--- config.mk ---
export PLATFORM = sky130hd
export DESIGN_NAME = gif_block_structure_parser
export DESIGN_NICKNAME = d
export VERILOG_FILES = /design/src/rtl/gbsp_pkg.sv /design/src/rtl/gbsp_step.sv /design/src/rtl/gbsp_out_reg.sv /design/src/rtl/gif_block_structure_parser.sv
export SDC_FILE = /design/constraint.sdc
export NUM_CORES = 1
export LEC_CHECK = 0
export ABC_AREA = 1
export BUFFER_PORTS_ARGS = -buffer_cell sky130_fd_sc_hd__clkbuf_2
export CAP_MARGIN = 10
export CELL_PAD_IN_SITES_DETAIL_PLACEMENT = 1
export CELL_PAD_IN_SITES_GLOBAL_PLACEMENT = 1
export CORE_UTILIZATION = 45
export DETAILED_ROUTE_END_ITERATION = 12
export PLACE_DENSITY = 0.91
export SLEW_MARGIN = 20
export SYNTH_ARGS = -nofsm -noshare
export SYNTH_HDL_FRONTEND = slang
export SYNTH_SLANG_ARGS = --single-unit
export TNS_END_PERCENT = 30
--- constraint.sdc ---
create_clock -name i_clk -period 12.6 [get_ports i_clk]
set_clock_uncertainty 0.1 [all_clocks]
set_input_delay 3.15 -clock i_clk [delete_from_list [all_inputs] [get_ports i_clk]]
set_output_delay 3.15 -clock i_clk [all_outputs]
set_load 0.005 [all_outputs]
--- src/rtl/gbsp_pkg.sv ---
// Shared types, codes and helpers of the GIF block structure parser.
// No dependencies; imported by every module of the parser.
package gbsp_pkg;

    typedef enum logic [3:0] {
        PH_SIG     = 4'd0,
        PH_SCREEN  = 4'd1,
        PH_GTAB    = 4'd2,
        PH_TAG     = 4'd3,
        PH_EXTLAB  = 4'd4,
        PH_SKIPLEN = 4'd5,
        PH_SKIPDAT = 4'd6,
        PH_COMLEN  = 4'd7,
        PH_COMDAT  = 4'd8,
        PH_GCELEN  = 4'd9,
        PH_GCEDAT  = 4'd10,
        PH_IMG     = 4'd11,
        PH_LTAB    = 4'd12,
        PH_LZW     = 4'd13,
        PH_UNK     = 4'd14
    } t_phase;

    typedef enum logic [3:0] {
        KIND_HEADER      = 4'd0,
        KIND_PLAIN_TEXT  = 4'd1,
        KIND_GFX_CONTROL = 4'd2,
        KIND_COMMENT     = 4'd3,
        KIND_COMMENT_END = 4'd4,
        KIND_APPLICATION = 4'd5,
        KIND_IMAGE       = 4'd6,
        KIND_TRAILER     = 4'd7,
        KIND_NOT_GIF     = 4'd8,
        KIND_UNKNOWN_TAG = 4'd9,
        KIND_TAG_2E      = 4'd10
    } t_kind;

    localparam logic [7:0] TAG_EXTENSION = 8'h21;
    localparam logic [7:0] TAG_IMAGE     = 8'h2c;
    localparam logic [7:0] TAG_TRAILER   = 8'h3b;
    localparam logic [7:0] TAG_2E        = 8'h2e;
    localparam logic [7:0] LBL_PLAIN     = 8'h01;
    localparam logic [7:0] LBL_GFX       = 8'hf9;
    localparam logic [7:0] LBL_COMMENT   = 8'hfe;
    localparam logic [7:0] LBL_APP       = 8'hff;

    localparam int unsigned SKIP_W = 10;

    typedef struct packed {
        t_phase             phase;
        logic [3:0]         fc;
        logic [SKIP_W-1:0]  skip;
        logic [3:0][15:0]   words;
        logic [7:0]         flags;
        logic [7:0]         index;
        logic               halted;
    } t_parse_state;

    // All-zero state; PH_SIG is code zero.
    localparam t_parse_state PARSE_RESET = t_parse_state'('0);

    typedef struct packed {
        t_kind       kind;
        logic [15:0] word_a;
        logic [15:0] word_b;
        logic [15:0] word_c;
        logic [15:0] word_d;
        logic [7:0]  flag_byte;
        logic [3:0]  color_bits;
        logic [7:0]  color_index;
        logic        has_transparency;
        logic        local_table;
        logic        interlaced;
        logic [7:0]  text_byte;
    } t_record;

    function automatic logic [7:0] sig_byte(input logic [1:0] idx);
        logic [7:0] c;
        case (idx)
            2'd0:    c = 8'h47;
            2'd1:    c = 8'h49;
            2'd2:    c = 8'h46;
            default: c = 8'h38;
        endcase
        return c;
    endfunction

    // Color table size in bytes: 3 << (size field + 1), at most 768.
    function automatic logic [SKIP_W-1:0] table_bytes(input logic [7:0] f);
        return SKIP_W'(SKIP_W'(3) << ({1'b0, f[2:0]} + 4'd1));
    endfunction

endpackage

--- src/rtl/gbsp_step.sv ---
// Next-state and record logic of the parser for one byte.
// Depends on gbsp_pkg.
module gbsp_step
    import gbsp_pkg::*;
(
    input  t_parse_state i_state,
    input  logic [7:0]   i_data_byte,
    input  logic         i_first_byte,
    output t_parse_state o_state,
    output logic         o_rec_valid,
    output t_record      o_record
);

    t_parse_state       s;
    t_parse_state       n;
    t_record            r;
    logic               v;
    logic [7:0]         b;
    logic [1:0]         w;
    logic [15:0]        word_new;
    logic [SKIP_W-1:0]  skip_dec;
    logic [3:0]         cbits;

    assign b        = i_data_byte;
    assign cbits    = {1'b0, b[2:0]} + 4'd1;

    always_comb begin
        s = i_first_byte ? PARSE_RESET : i_state;
        n = s;
        r = '0;
        v = 1'b0;
        w = s.fc[2:1];
        word_new = s.fc[0] ? {b, s.words[w][7:0]} : {8'h00, b};
        skip_dec = (s.skip != '0) ? s.skip - SKIP_W'(1) : '0;

        if (!s.halted) begin
            unique case (s.phase)
                PH_SIG: begin
                    if (s.fc < 4'd4) begin
                        n.fc = s.fc + 4'd1;
                        if (b != sig_byte(s.fc[1:0])) begin
                            n.halted = 1'b1;
                            v = 1'b1;
                            r.kind = KIND_NOT_GIF;
                        end
                    end else if (s.fc == 4'd4) begin
                        n.words[2] = {8'h00, b};
                        n.fc = 4'd5;
                    end else begin
                        n.words[2] = {b, s.words[2][7:0]};
                        n.phase = PH_SCREEN;
                        n.fc = 4'd0;
                    end
                end
                PH_SCREEN: begin
                    if (s.fc < 4'd4) begin
                        n.words[w] = word_new;
                        n.fc = s.fc + 4'd1;
                    end else if (s.fc == 4'd4) begin
                        n.flags = b;
                        n.fc = 4'd5;
                        v = 1'b1;
                        r.kind = KIND_HEADER;
                        r.word_a = s.words[0];
                        r.word_b = s.words[1];
                        r.word_c = s.words[2];
                        r.flag_byte = b;
                        r.color_bits = cbits;
                    end else if (s.fc == 4'd5) begin
                        n.fc = 4'd6;
                    end else begin
                        n.fc = 4'd0;
                        if (s.flags[7]) begin
                            n.skip = table_bytes(s.flags);
                            n.phase = PH_GTAB;
                        end else begin
                            n.phase = PH_TAG;
                        end
                    end
                end
                PH_GTAB, PH_LTAB: begin
                    n.skip = skip_dec;
                    if (skip_dec == '0) begin
                        n.phase = (s.phase == PH_GTAB) ? PH_TAG : PH_LZW;
                    end
                end
                PH_TAG: begin
                    if (b == TAG_EXTENSION) begin
                        n.phase = PH_EXTLAB;
                    end else if (b == TAG_IMAGE) begin
                        n.phase = PH_IMG;
                        n.fc = 4'd0;
                    end else if (b == TAG_TRAILER) begin
                        n.halted = 1'b1;
                        v = 1'b1;
                        r.kind = KIND_TRAILER;
                    end else if (b == TAG_2E) begin
                        n.halted = 1'b1;
                        v = 1'b1;
                        r.kind = KIND_TAG_2E;
                    end else begin
                        n.words[0] = {8'h00, b};
                        n.phase = PH_UNK;
                    end
                end
                PH_UNK: begin
                    n.halted = 1'b1;
                    v = 1'b1;
                    r.kind = KIND_UNKNOWN_TAG;
                    r.word_a = {8'h00, s.words[0][7:0]};
                    r.word_b = {8'h00, b};
                end
                PH_EXTLAB: begin
                    if (b == LBL_PLAIN) begin
                        n.phase = PH_SKIPLEN;
                        v = 1'b1;
                        r.kind = KIND_PLAIN_TEXT;
                    end else if (b == LBL_APP) begin
                        n.phase = PH_SKIPLEN;
                        v = 1'b1;
                        r.kind = KIND_APPLICATION;
                    end else if (b == LBL_COMMENT) begin
                        n.phase = PH_COMLEN;
                    end else if (b == LBL_GFX) begin
                        n.phase = PH_GCELEN;
                        n.fc = 4'd0;
                        n.flags = 8'h00;
                        n.index = 8'h00;
                        n.words[0] = 16'h0000;
                    end else begin
                        n.phase = PH_SKIPLEN;
                    end
                end
                PH_SKIPLEN, PH_COMLEN, PH_GCELEN: begin
                    if (b == 8'h00) begin
                        n.phase = PH_TAG;
                        if (s.phase == PH_COMLEN) begin
                            v = 1'b1;
                            r.kind = KIND_COMMENT_END;
                        end else if (s.phase == PH_GCELEN) begin
                            v = 1'b1;
                            r.kind = KIND_GFX_CONTROL;
                            r.word_a = s.words[0];
                            r.flag_byte = s.flags;
                            r.color_index = s.index;
                            r.has_transparency = s.flags[0];
                        end
                    end else begin
                        n.skip = SKIP_W'(b);
                        if (s.phase == PH_GCELEN) begin
                            n.fc = (s.fc == 4'd0) ? 4'd1 : 4'd15;
                            n.phase = PH_GCEDAT;
                        end else if (s.phase == PH_COMLEN) begin
                            n.phase = PH_COMDAT;
                        end else begin
                            n.phase = PH_SKIPDAT;
                        end
                    end
                end
                PH_SKIPDAT, PH_COMDAT, PH_GCEDAT: begin
                    n.skip = skip_dec;
                    if (skip_dec == '0) begin
                        if (s.phase == PH_SKIPDAT) begin
                            n.phase = PH_SKIPLEN;
                        end else if (s.phase == PH_COMDAT) begin
                            n.phase = PH_COMLEN;
                        end else begin
                            n.phase = PH_GCELEN;
                        end
                    end
                    if (s.phase == PH_COMDAT) begin
                        v = 1'b1;
                        r.kind = KIND_COMMENT;
                        r.text_byte = b;
                    end
                    // Capture flags, delay and index from the first sub-block.
                    if (s.phase == PH_GCEDAT && s.fc >= 4'd1 && s.fc <= 4'd4) begin
                        case (s.fc)
                            4'd1:    n.flags = b;
                            4'd2:    n.words[0] = {8'h00, b};
                            4'd3:    n.words[0] = {b, s.words[0][7:0]};
                            default: n.index = b;
                        endcase
                        n.fc = s.fc + 4'd1;
                    end
                end
                PH_IMG: begin
                    if (s.fc < 4'd8) begin
                        n.words[w] = word_new;
                        n.fc = s.fc + 4'd1;
                    end else begin
                        n.flags = b;
                        n.fc = 4'd0;
                        if (b[7]) begin
                            n.skip = table_bytes(b);
                            n.phase = PH_LTAB;
                        end else begin
                            n.phase = PH_LZW;
                        end
                        v = 1'b1;
                        r.kind = KIND_IMAGE;
                        r.word_a = s.words[0];
                        r.word_b = s.words[1];
                        r.word_c = s.words[2];
                        r.word_d = s.words[3];
                        r.flag_byte = b;
                        r.color_bits = cbits;
                        r.local_table = b[7];
                        r.interlaced = b[6];
                    end
                end
                PH_LZW: begin
                    // Drop the LZW code size byte; data follows as sub-blocks.
                    n.phase = PH_SKIPLEN;
                end
                default: begin
                    n.phase = PH_TAG;
                end
            endcase
        end
    end

    assign o_state     = n;
    assign o_rec_valid = v;
    assign o_record    = r;

endmodule

--- src/rtl/gbsp_out_reg.sv ---
// Result register of the parser: holds one record beat until taken.
// Depends on gbsp_pkg.
module gbsp_out_reg
    import gbsp_pkg::*;
(
    input  logic    i_clk,
    input  logic    i_rst_n,
    input  logic    i_load,
    input  logic    i_rec_valid,
    input  t_record i_record,
    input  logic    i_stall,
    output logic    o_busy,
    output logic    o_valid,
    output t_record o_record
);

    logic    r_valid;
    t_record r_record;

    always_ff @(posedge i_clk) begin
        if (!i_rst_n) begin
            r_valid <= 1'b0;
        end else if (i_load) begin
            r_valid <= i_rec_valid;
        end else if (!i_stall) begin
            r_valid <= 1'b0;
        end
    end

    always_ff @(posedge i_clk) begin
        if (i_load && i_rec_valid) begin
            r_record <= i_record;
        end
    end

    // Full and not taken this cycle: hold off the next byte.
    assign o_busy   = r_valid && i_stall;
    assign o_valid  = r_valid;
    assign o_record = r_record;

endmodule

--- src/rtl/gif_block_structure_parser.sv ---
// GIF block structure parser, one file byte per beat.
// A record is registered and appears on the output in the cycle after the byte that causes it.
// Throughput: one byte per cycle; the output register is the only buffer, so a
// record waiting under an output stall holds the input until it is taken.
// Reset (synchronous, active low) clears the parse state and empties the output;
// a byte with first_byte set restarts parsing at the signature.
module gif_block_structure_parser
    import gbsp_pkg::*;
(
    input  logic        i_clk,
    input  logic        i_rst_n,
    input  logic        i_in_valid,
    output logic        o_in_stall,
    input  logic [7:0]  i_data_byte,
    input  logic        i_first_byte,
    output logic        o_out_valid,
    input  logic        i_out_stall,
    output logic [3:0]  o_record_kind,
    output logic [15:0] o_word_a,
    output logic [15:0] o_word_b,
    output logic [15:0] o_word_c,
    output logic [15:0] o_word_d,
    output logic [7:0]  o_flag_byte,
    output logic [3:0]  o_color_bits,
    output logic [7:0]  o_color_index,
    output logic        o_has_transparency,
    output logic        o_local_table,
    output logic        o_interlaced,
    output logic [7:0]  o_text_byte
);

    t_parse_state r_state;
    t_parse_state n_state;
    logic         rec_valid;
    t_record      rec;
    t_record      out_rec;
    logic         accept;
    logic         busy;

    assign accept     = i_in_valid && !busy;
    assign o_in_stall = busy;

    gbsp_step u_step (
        .i_state      (r_state),
        .i_data_byte  (i_data_byte),
        .i_first_byte (i_first_byte),
        .o_state      (n_state),
        .o_rec_valid  (rec_valid),
        .o_record     (rec)
    );

    always_ff @(posedge i_clk) begin
        if (!i_rst_n) begin
            r_state <= PARSE_RESET;
        end else if (accept) begin
            r_state <= n_state;
        end
    end

    gbsp_out_reg u_out (
        .i_clk       (i_clk),
        .i_rst_n     (i_rst_n),
        .i_load      (accept),
        .i_rec_valid (rec_valid),
        .i_record    (rec),
        .i_stall     (i_out_stall),
        .o_busy      (busy),
        .o_valid     (o_out_valid),
        .o_record    (out_rec)
    );

    assign o_record_kind      = out_rec.kind;
    assign o_word_a           = out_rec.word_a;
    assign o_word_b           = out_rec.word_b;
    assign o_word_c           = out_rec.word_c;
    assign o_word_d           = out_rec.word_d;
    assign o_flag_byte        = out_rec.flag_byte;
    assign o_color_bits       = out_rec.color_bits;
    assign o_color_index      = out_rec.color_index;
    assign o_has_transparency = out_rec.has_transparency;
    assign o_local_table      = out_rec.local_table;
    assign o_interlaced       = out_rec.interlaced;
    assign o_text_byte        = out_rec.text_byte;

endmodule

Word level (Yosys, flattened, before mapping)
Cells that the tools add are included.
{"block": "word_totals", "mem_count": 0, "mem_bits_ro": 0, "ff_bits": 199, "latch_bits": 0, "out_inout_bits": 101, "elab_cells": 227, "ram_bits": 0}
{"block": "op_classes", "n_shift": 2, "magnitude_cmp": 6, "mux": 134, "div": 0, "n_bitwise": 6, "n_reduce_logical": 21, "multipliers": 0, "eq_ne": 31, "add_sub_neg": 4}
{"cell": "99-bit two-way mux", "n": 2}
{"cell": "4-bit two-way mux", "n": 42}
{"cell": "32-bit two-way mux", "n": 5}
{"cell": "16-bit two-way mux", "n": 9}
{"cell": "64-bit two-way mux", "n": 2}
{"cell": "16-bit case mux with 2 select lines", "n": 4}
{"cell": "8-bit two-way mux", "n": 12}
{"cell": "16-bit case mux with 3 select lines", "n": 2}
{"cell": "16-bit case mux with 5 select lines", "n": 1}
{"cell": "79-bit two-way mux", "n": 1}
{"cell": "10-bit two-way mux", "n": 7}
{"cell": "64-bit bitwise mux", "n": 1}
{"cell": "16-bit case mux with 4 select lines", "n": 1}
{"cell": "52-bit two-way mux", "n": 1}
{"cell": "48-bit two-way mux", "n": 1}
{"cell": "10-bit case mux with 4 select lines", "n": 1}
{"cell": "4-bit case mux with 10 select lines", "n": 1}
{"cell": "16-bit binary-select mux with 2-bit select", "n": 1}
{"cell": "16-bit demux with 2-bit select", "n": 1}
{"cell": "8-bit by 6-bit == test with 1-bit output (second input constant)", "n": 4}
{"cell": "4-bit case mux with 8 select lines", "n": 1}
{"cell": "8-bit case mux with 4 select lines", "n": 1}
{"cell": "4-bit == test (second input constant)", "n": 7}
{"cell": "4-bit case mux with 7 select lines", "n": 1}
{"cell": "43 further kinds", "n": 95}

Longest topological paths before layout
Gate-level depths: netlist of run 1.
{"block": "logic_depth", "depth_word": 12, "ltp_mapped": 19}

Modules after synthesis
A second synthesis of run 1 with hierarchy kept.
{"block": "unflattened", "hier_cells": 2098, "hier_area_um2": 14109.8}
{"mod": "gbsp_step", "area_per_inst_um2": 6910.4, "n_inst": 1, "cells_each": 1351}
{"mod": "gif_block_structure_parser", "area_per_inst_um2": 4165.2, "n_inst": 1, "cells_each": 639}
{"mod": "gbsp_out_reg", "area_per_inst_um2": 3034.2, "n_inst": 1, "cells_each": 108}

Worst setup path after synthesis of run 1
OpenSTA, ideal clock, no wires.
{"block": "synth_path", "path_kind": "in2reg", "start": "input i_first_byte", "end": "register u_out.r_record (netlist bit u_out.o_record[0]) (enable)", "setup_time_ps": 453, "arrival_ps": 7225, "path_stages": 12, "path_buffers": 4, "required_time_ps": 12047, "slack_ps": 4823, "cell_sequence": "buf_6 buf_2 nor2_2 buf_2 clkbuf_1 ha_1 o21ai_0 a41oi_1 nor3_1 nor3b_1 or2_1 inv_1"}
{"block": "synth_between", "elab_chain_cells": 12}
{"element": "start, declared", "line": "gif_block_structure_parser.sv:15", "source": "input logic i_first_byte,"}
{"element": "99-bit two-way mux *", "line": "gbsp_step.sv:28", "source": "s = i_first_byte ? PARSE_RESET : i_state;"}
{"element": "2-bit == test, or another cell as far along", "line": "gbsp_pkg.sv:78", "source": "case (idx)"}
{"element": "7-bit case mux with 3 select lines", "line": "gbsp_pkg.sv:78"}
{"element": "8-bit two-way mux", "line": "gbsp_step.sv:39", "source": "if (s.fc < 4'd4) begin"}
{"element": "8-bit two-way mux", "line": "gbsp_step.sv:37", "source": "unique case (s.phase)"}
{"element": "8-bit two-way mux", "line": "gbsp_step.sv:36", "source": "if (!s.halted) begin"}
{"element": "8-bit inequality test", "line": "gbsp_step.sv:41", "source": "if (b != sig_byte(s.fc[1:0])) begin"}
{"element": "1-bit two-way mux", "line": "gbsp_step.sv:41"}
{"element": "1-bit two-way mux", "line": "gbsp_step.sv:39"}
{"element": "1-bit case mux with 8 select lines", "line": "gbsp_step.sv:37"}
{"element": "1-bit two-way mux *", "line": "gbsp_step.sv:36"}
{"element": "1-bit logical AND *", "line": "gbsp_out_reg.sv:31", "source": "if (i_load && i_rec_valid) begin"}
{"element": "end signal, assigned", "line": "gbsp_out_reg.sv:32", "source": "r_record <= i_record;"}
{"element": "end, declared", "line": "gbsp_out_reg.sv:18", "source": "t_record r_record;"}
Mark *: on every way between the ends. The rest lies on a longest branch, timed or not. The select of a mux whose other input is x is not followed.
A chain may end at the register's enable or synchronous reset.

Worst setup path after layout of run 1
{"block": "layout_path", "start": "input i_first_byte", "end": "register u_out.r_record (netlist bit u_out.o_record[94]) (enable)"}
The elaborated chain is that of the path after synthesis.

==> results of run 1 <==
==> per-stage QoR <==
step           instance area, um2   util  worst slack, ns
6_report                    13700  0.510             4.98
5_1_grt                     13700  0.510             4.85
4_1_cts                     13700  0.510             5.17
3_5_place_dp                13100  0.487             4.68
3_3_place_gp                13100  0.487             4.89
2_1_floorplan               12400      -             4.82
==> worst max-delay path, stage by stage <==
cell	delay, ns
clkbuf_2	0.46
inv_6	0.32
nand2_2	0.56
inv_1	0.26
ha_1	0.38
inv_1	0.17
o21ai_0	0.11
a41oi_1	0.39
nor3_1	0.13
nor3b_1	0.17
or2_1	0.27
inv_4	0.35
buf_4	0.73
==> where the power goes <==
part,switching [mW],internal (mW),total [mW],leakage [nW]
clock,0.322,0.274,0.596,0.295
sequential,0.0231,0.733,0.756,1.77
combinational,0.253,0.0871,0.340,3.57
total,0.598,1.09,1.69,5.63
==> flip-flops by register name (all words and copies together) (netlist names) <==
signal          cells
u_out.o_record     99
u_out.o_valid       1
r_state            99
==> path summary, 6_finish.rpt <==
| kind | startpoint | to | slack (ns) | cells after the start |
|---|---|---|---|---|
| worst max-delay path | i_first_byte | u_out.o_record[94]$_SDFFCE_PP0P_ | 4.98 | 13 |
| worst min-delay path | r_state[12]$_SDFFE_PN0P_ | r_state[12]$_SDFFE_PN0P_ | 0.36 | 2 |
| worst max register to register | r_state[91]$_SDFFE_PN0P_ | u_out.o_record[94]$_SDFFCE_PP0P_ | 8.15 | 10 |
| worst min register to register | r_state[12]$_SDFFE_PN0P_ | r_state[12]$_SDFFE_PN0P_ | 0.36 | 2 |
==> cell usage after synthesis, types with 6 or more instances <==
master	instances	area, um2
nor3_2	6	60.1
nand4_1	15	93.8
nor2_1	208	781
buf_1	9	33.8
nor2_2	20	125
a221oi_1	6	52.6
nand2_1	321	1200
o221ai_1	16	140
nand3_1	74	370
nor3_1	23	115
ha_1	18	225
edfxtp_1	99	2970
a22oi_1	10	75.1
a31oi_1	27	169
o2111ai_1	8	70.1
o211ai_1	44	330
buf_2	21	105
o31ai_1	11	82.6
inv_1	201	754
dfxtp_1	100	2000
o22ai_1	27	169
nor2_4	13	146
nand2_2	20	125
o21ai_0	128	641
a21oi_1	118	591
o21ai_1	14	70.1
nand2_4	8	90.1
inv_2	22	82.6
clkbuf_1	43	161
==> metal layers <==
metal | track usage | part of all wire
met1 | 0.475 | 0.41
met2 | 0.588 | 0.46
met3 | 0.0590 | 0.075
met4 | 0.203 | 0.055
met5 | 0 | 0
==> layout make-up <==
type / count / area (um2) / area share
Inverter: 227 / 862 / 0.0627
Multi-Input combinational cell: 1182 / 6190 / 0.450
Clock inverter: 15 / 184 / 0.0134
Timing Repair Buffer: 129 / 686 / 0.0499
Clock buffer: 17 / 425 / 0.0310
Tap cell: 341 / 427 / 0.0310
Sequential cell: 199 / 4970 / 0.362
==> cells by family (layout without fill, tap and decap cells) <==
logic type | count (synthesis) | count (layout) | share of synthesized area
and+or+nand+nor | 726 | 726 | 0.265
AOI/OAI and AO/OA | 437 | 437 | 0.215
buffers and inverters | 306 | 388 | 0.0989
DFF | 199 | 199 | 0.402
adders and majority gates | 18 | 18 | 0.0182
xor gates and xnor gates | 1 | 1 | 0.000708
==> results.py, run 1 <==
metrics = {
    "outcome": {
        "status": "finished clean",
    },
    "timing": {
        "fin_crit_sh": 0.605,
        "worst_pin_slew_ns": 0.888,
        "finalSetupViolCount": 0,
        "finalMaxSlewViolations": 0,
        "max_freq_mhz": 131,
        "min_period_ns": 7.62,
        "maxSlewHeadroom": 0.408,
        "hold_viol": 0,
        "tns_ns": 0,
        "holdWs_ns": 0.365,
        "rsz0062_at_grt": "false",
    },
    "clocking": {
        "clkSlewWorstSetupHoldPaths_ns": 0.08,
        "cts_htree_levels": 4,
        "clockBufferDepth": 2,
        "cts_made_buffers": 17,
        "worst_skew_pair.late_latency_ns": 0.46,
        "cts_root_buf": "clkbuf_16",
        "cts_resized": 0,
        "cts.sinks": 199,
        "cts_hold_buf": 0,
        "postCtsSetupRepairBufs": 0,
        "cts_tree": "built",
    },
    "final_layout": {
        "nets": 1787,
        "final_common_cell": "nand2_1",
        "fillCellCount": 3441,
        "drive_gt1_frac": 0.153,
        "final_cell_mix": "nand2_1 (319), nor2_1 (208), inv_1 (199), o21ai_0 (128), a21oi_1 (118)",
        "fin_cells": 2110,
        "diodes": 0,
        "syn_to_final_growth_pct": 11.1,
    },
    "place": {
        "portBuffers": 113,
        "placed_cells": 2078,
        "gp_congestion": 1.00,
        "dpl.hpwl_um": 36700,
    },
    "detailed_routing": {
        "drt_drc_violations_left": 0,
        "drt-wirelength-per-cell_um": 24.4,
        "viasPerCell": 6.20,
        "drt.antenna.violating_nets": 0,
        "vias": 13100,
        "drtIter0Drc": 1411,
        "wirelength_um": 51500,
        "drt-pass1-iter-count": 7,
    },
    "logic_synthesis": {
        "synth_edf_count": 99,
        "synth_flop_cell": "dfxtp_1",
        "yosysWarnings": 0,
        "ys_async_sr_fraction": 0,
        "syn_avg_cell_area_um2": 7.34,
        "ys_seq_elements": 199,
        "yosys.cell_types.count": 57,
        "synth_seq_area_share": 0.402,
        "synthCells": 1687,
        "syn_area_um2": 12400,
        "synth_nets": 1718,
    },
    "floorplan": {
        "die_y_um": 168,
        "start_util": 0.459,
        "core_um2": 27000,
        "num_rows": 60,
        "dieArea_um2": 28200,
        "die_w_um": 168,
        "io_pins": 114,
    },
    "power_and_ir_drop": {
        "ir_worst_vdd_mv": 0.0640,
        "total_power_mw": 1.69,
        "leakage_nw": 5.63,
        "power.density_nw_per_um2": 123,
    },
    "setup_path": {
        "path_max_fanout": 69,
        "worst_setup_path_start_kind": "input port",
        "crit_type": "in2reg",
        "cp-end-kind": "register",
        "worst_ep_arrival_time_ns": 7.61,
        "cp.required_ns": 12.59,
    },
    "global_routing": {
        "grt_pass1_wl_um": 77800,
        "grt_usage": 0.368,
        "grt_overflow_total": 0,
        "grt_pass1_vias": 13000,
        "grt_antenna_before_repair": 0,
        "grt_max_degree": 75,
    },
    "job": {
        "cap_violations": 0,
    },
    "min_path": {
        "hold_class": "reg2reg",
    },
}
Note: power is estimated with default switching activity, not from simulation.
==> run 2, diff against run 1 <==
--- a/config.mk
+++ b/config.mk
@@ -10,9 +10,9 @@
 export CAP_MARGIN = 10
 export CELL_PAD_IN_SITES_DETAIL_PLACEMENT = 1
 export CELL_PAD_IN_SITES_GLOBAL_PLACEMENT = 1
-export CORE_UTILIZATION = 45
+export CORE_UTILIZATION = 44
 export DETAILED_ROUTE_END_ITERATION = 12
-export PLACE_DENSITY = 0.91
+export PLACE_DENSITY = 0.89
 export SLEW_MARGIN = 20
 export SYNTH_ARGS = -nofsm -noshare
 export SYNTH_HDL_FRONTEND = slang
==> constraint.sdc (replaced) <==
create_clock -name i_clk -period 7.6 [get_ports i_clk]
set_clock_uncertainty 0.1 [all_clocks]
set_input_delay 1.9 -clock i_clk [delete_from_list [all_inputs] [get_ports i_clk]]
set_output_delay 1.9 -clock i_clk [all_outputs]
set_load 0.005 [all_outputs]
==> results.py, run 2 (synthesis gave the netlist of run 1 again) <==
metrics = {
    "clocking": {
        "clkSlewWorstSetupHoldPaths_ns": 0.08,
        "worst_skew_pair.late_latency_ns": 0.47,
        "cts_root_buf": "clkbuf_16",
        "cts_htree_levels": 4,
        "cts.sinks": 199,
        "postCtsSetupRepairBufs": 0,
        "cts_resized": 0,
        "cts_tree": "built",
        "cts_hold_buf": 0,
        "clockBufferDepth": 2,
        "cts_made_buffers": 17,
    },
    "global_routing": {
        "grt_antenna_before_repair": 1,
        "grt_pass1_wl_um": 82700,
        "grt_pass1_vias": 13600,
        "grt_overflow_total": 0,
        "grt_max_degree": 75,
        "grt_usage": 0.386,
    },
    "setup_path": {
        "worstSetupStartpoint": "i_first_byte",
        "cp_top_family": "buffers and inverters",
        "rr_startpoint": "r_state[91]$_SDFFE_PN0P_",
        "crit_chain": "clkbuf_2 > nor2_2 > buf_4 > inv_1 > ha_1 > inv_1 > nor3_2 > inv_2 > nor2_4 > inv_2 > nand2_1 > nor3b_1 > or2_1 > inv_4 > buf_4",
        "cp.required_ns": 7.60,
        "path_buf_inv": 8,
        "worst_ep_arrival_time_ns": 5.71,
        "cp-end-kind": "register",
        "path_max_fanout": 60,
        "slowest_stage": "inv_4",
        "crit_type": "in2reg",
        "worst_setup_path_start_kind": "input port",
        "cpPeakStageDelay_ns": 0.61,
    },
    "timing": {
        "rsz0062_at_grt": "false",
        "maxSlewHeadroom": 0.270,
        "max_freq_mhz": 175,
        "holdWs_ns": 0.366,
        "fin_crit_sh": 0.751,
        "min_period_ns": 5.71,
        "finalMaxSlewViolations": 0,
        "tns_ns": 0,
        "finalSetupViolCount": 0,
        "hold_viol": 0,
        "worst_pin_slew_ns": 1.09,
    },
    "power_and_ir_drop": {
        "ir_worst_vdd_mv": 0.108,
        "power.density_nw_per_um2": 202,
        "leakage_nw": 5.63,
    },
    "final_layout": {
        "diodes": 0,
        "drive_gt1_frac": 0.154,
        "final_cell_mix": "nand2_1 (320), nor2_1 (208), inv_1 (199), o21ai_0 (128), a21oi_1 (118)",
        "final_common_cell": "nand2_1",
        "syn_to_final_growth_pct": 11.3,
        "nets": 1789,
    },
    "floorplan": {
        "io_pins": 114,
        "core_um2": 27700,
        "dieArea_um2": 28800,
        "die_y_um": 170,
        "num_rows": 61,
        "start_util": 0.447,
        "die_w_um": 170,
    },
    "detailed_routing": {
        "vias": 13300,
        "drt_drc_violations_left": 0,
        "drtIter0Drc": 1324,
        "drt-wirelength-per-cell_um": 25.5,
        "wl_met2_um": 25700,
        "drt.antenna.violating_nets": 0,
        "top_layer": "met5",
        "wirelength_um": 54700,
        "drt-pass1-iter-count": 5,
        "viasPerCell": 6.19,
        "wl_met1_um": 21700,
        "wl_met3_um": 4410,
    },
    "place": {
        "portBuffers": 113,
        "dpl.hpwl_um": 39100,
        "gp_congestion": 1.01,
    },
    "min_path": {
        "hold_class": "reg2reg",
        "hp-start": "r_state[76]$_SDFFE_PN0P_",
    },
    "outcome": {
        "status": "finished clean",
    },
    "job": {
        "cap_violations": 0,
    },
}
[run 2: cell count changes in the layout (fill, tap and decap cells not counted), moves of 2 or more]
cell | before | now
clkinv_2 | 0 | 3
inv_12 | 4 | 1
buf_4 | 16 | 18
clkinv_8 | 3 | 1
[run 2: tightest hold or removal path: cells and delay by family, from the launching register on]
| kind | cells | cell delay, ns |
|---|---|---|
| AO/OA/AOI/OAI | 1 | 0.05 |
| AND/OR/NAND/NOR | 1 | 0.06 |
| flip-flops | 1 | 0.32 |
[run 2: final cells by class]
class                           count  area, um2
Sequential cell                   199       4970
Multi-Input combinational cell   1182       6180
Clock inverter                     15        163
Clock buffer                       17        425
Timing Repair Buffer              131        701
Tap cell                          378        473
Inverter                          227        862
Fill cell                        3579      13900
[run 2: path summary, 6_finish.rpt]
path | slack (ns) | end | depth (start not counted)
worst min-delay path | 0.37 | r_state[76]$_SDFFE_PN0P_ | 2
worst max-delay path | 1.89 | u_out.o_record[79]$_SDFFCE_PP0P_ | 15
worst min register to register | 0.37 | r_state[76]$_SDFFE_PN0P_ | 2
worst max register to register | 3.06 | u_out.o_record[79]$_SDFFCE_PP0P_ | 15
[run 2: power by group]
part	internal (mW)	switching, mW
clock network	0.469	0.485
registers	1.22	0.0397
logic	0.145	0.433
[run 2: metrics by stage]
step	power, mW	utilization	setup slack (ns)	instance area (um2)	std cells
after floorplan	1.61	-	1.07	12400	1687
after global placement	1.83	0.476	1.61	13200	2117
after detailed placement	1.84	0.476	1.50	13200	2117
after CTS	2.77	0.497	1.97	13800	2149
after global routing	2.86	0.497	1.67	13800	2149
final	2.79	0.497	1.89	13800	2149
[run 2: routing by layer]
metal,vias up,global-route usage
li1,5880,-
met1,6558,0.481
met2,666,0.633
met3,192,0.0683
met4,2,0.208
met5,-,0
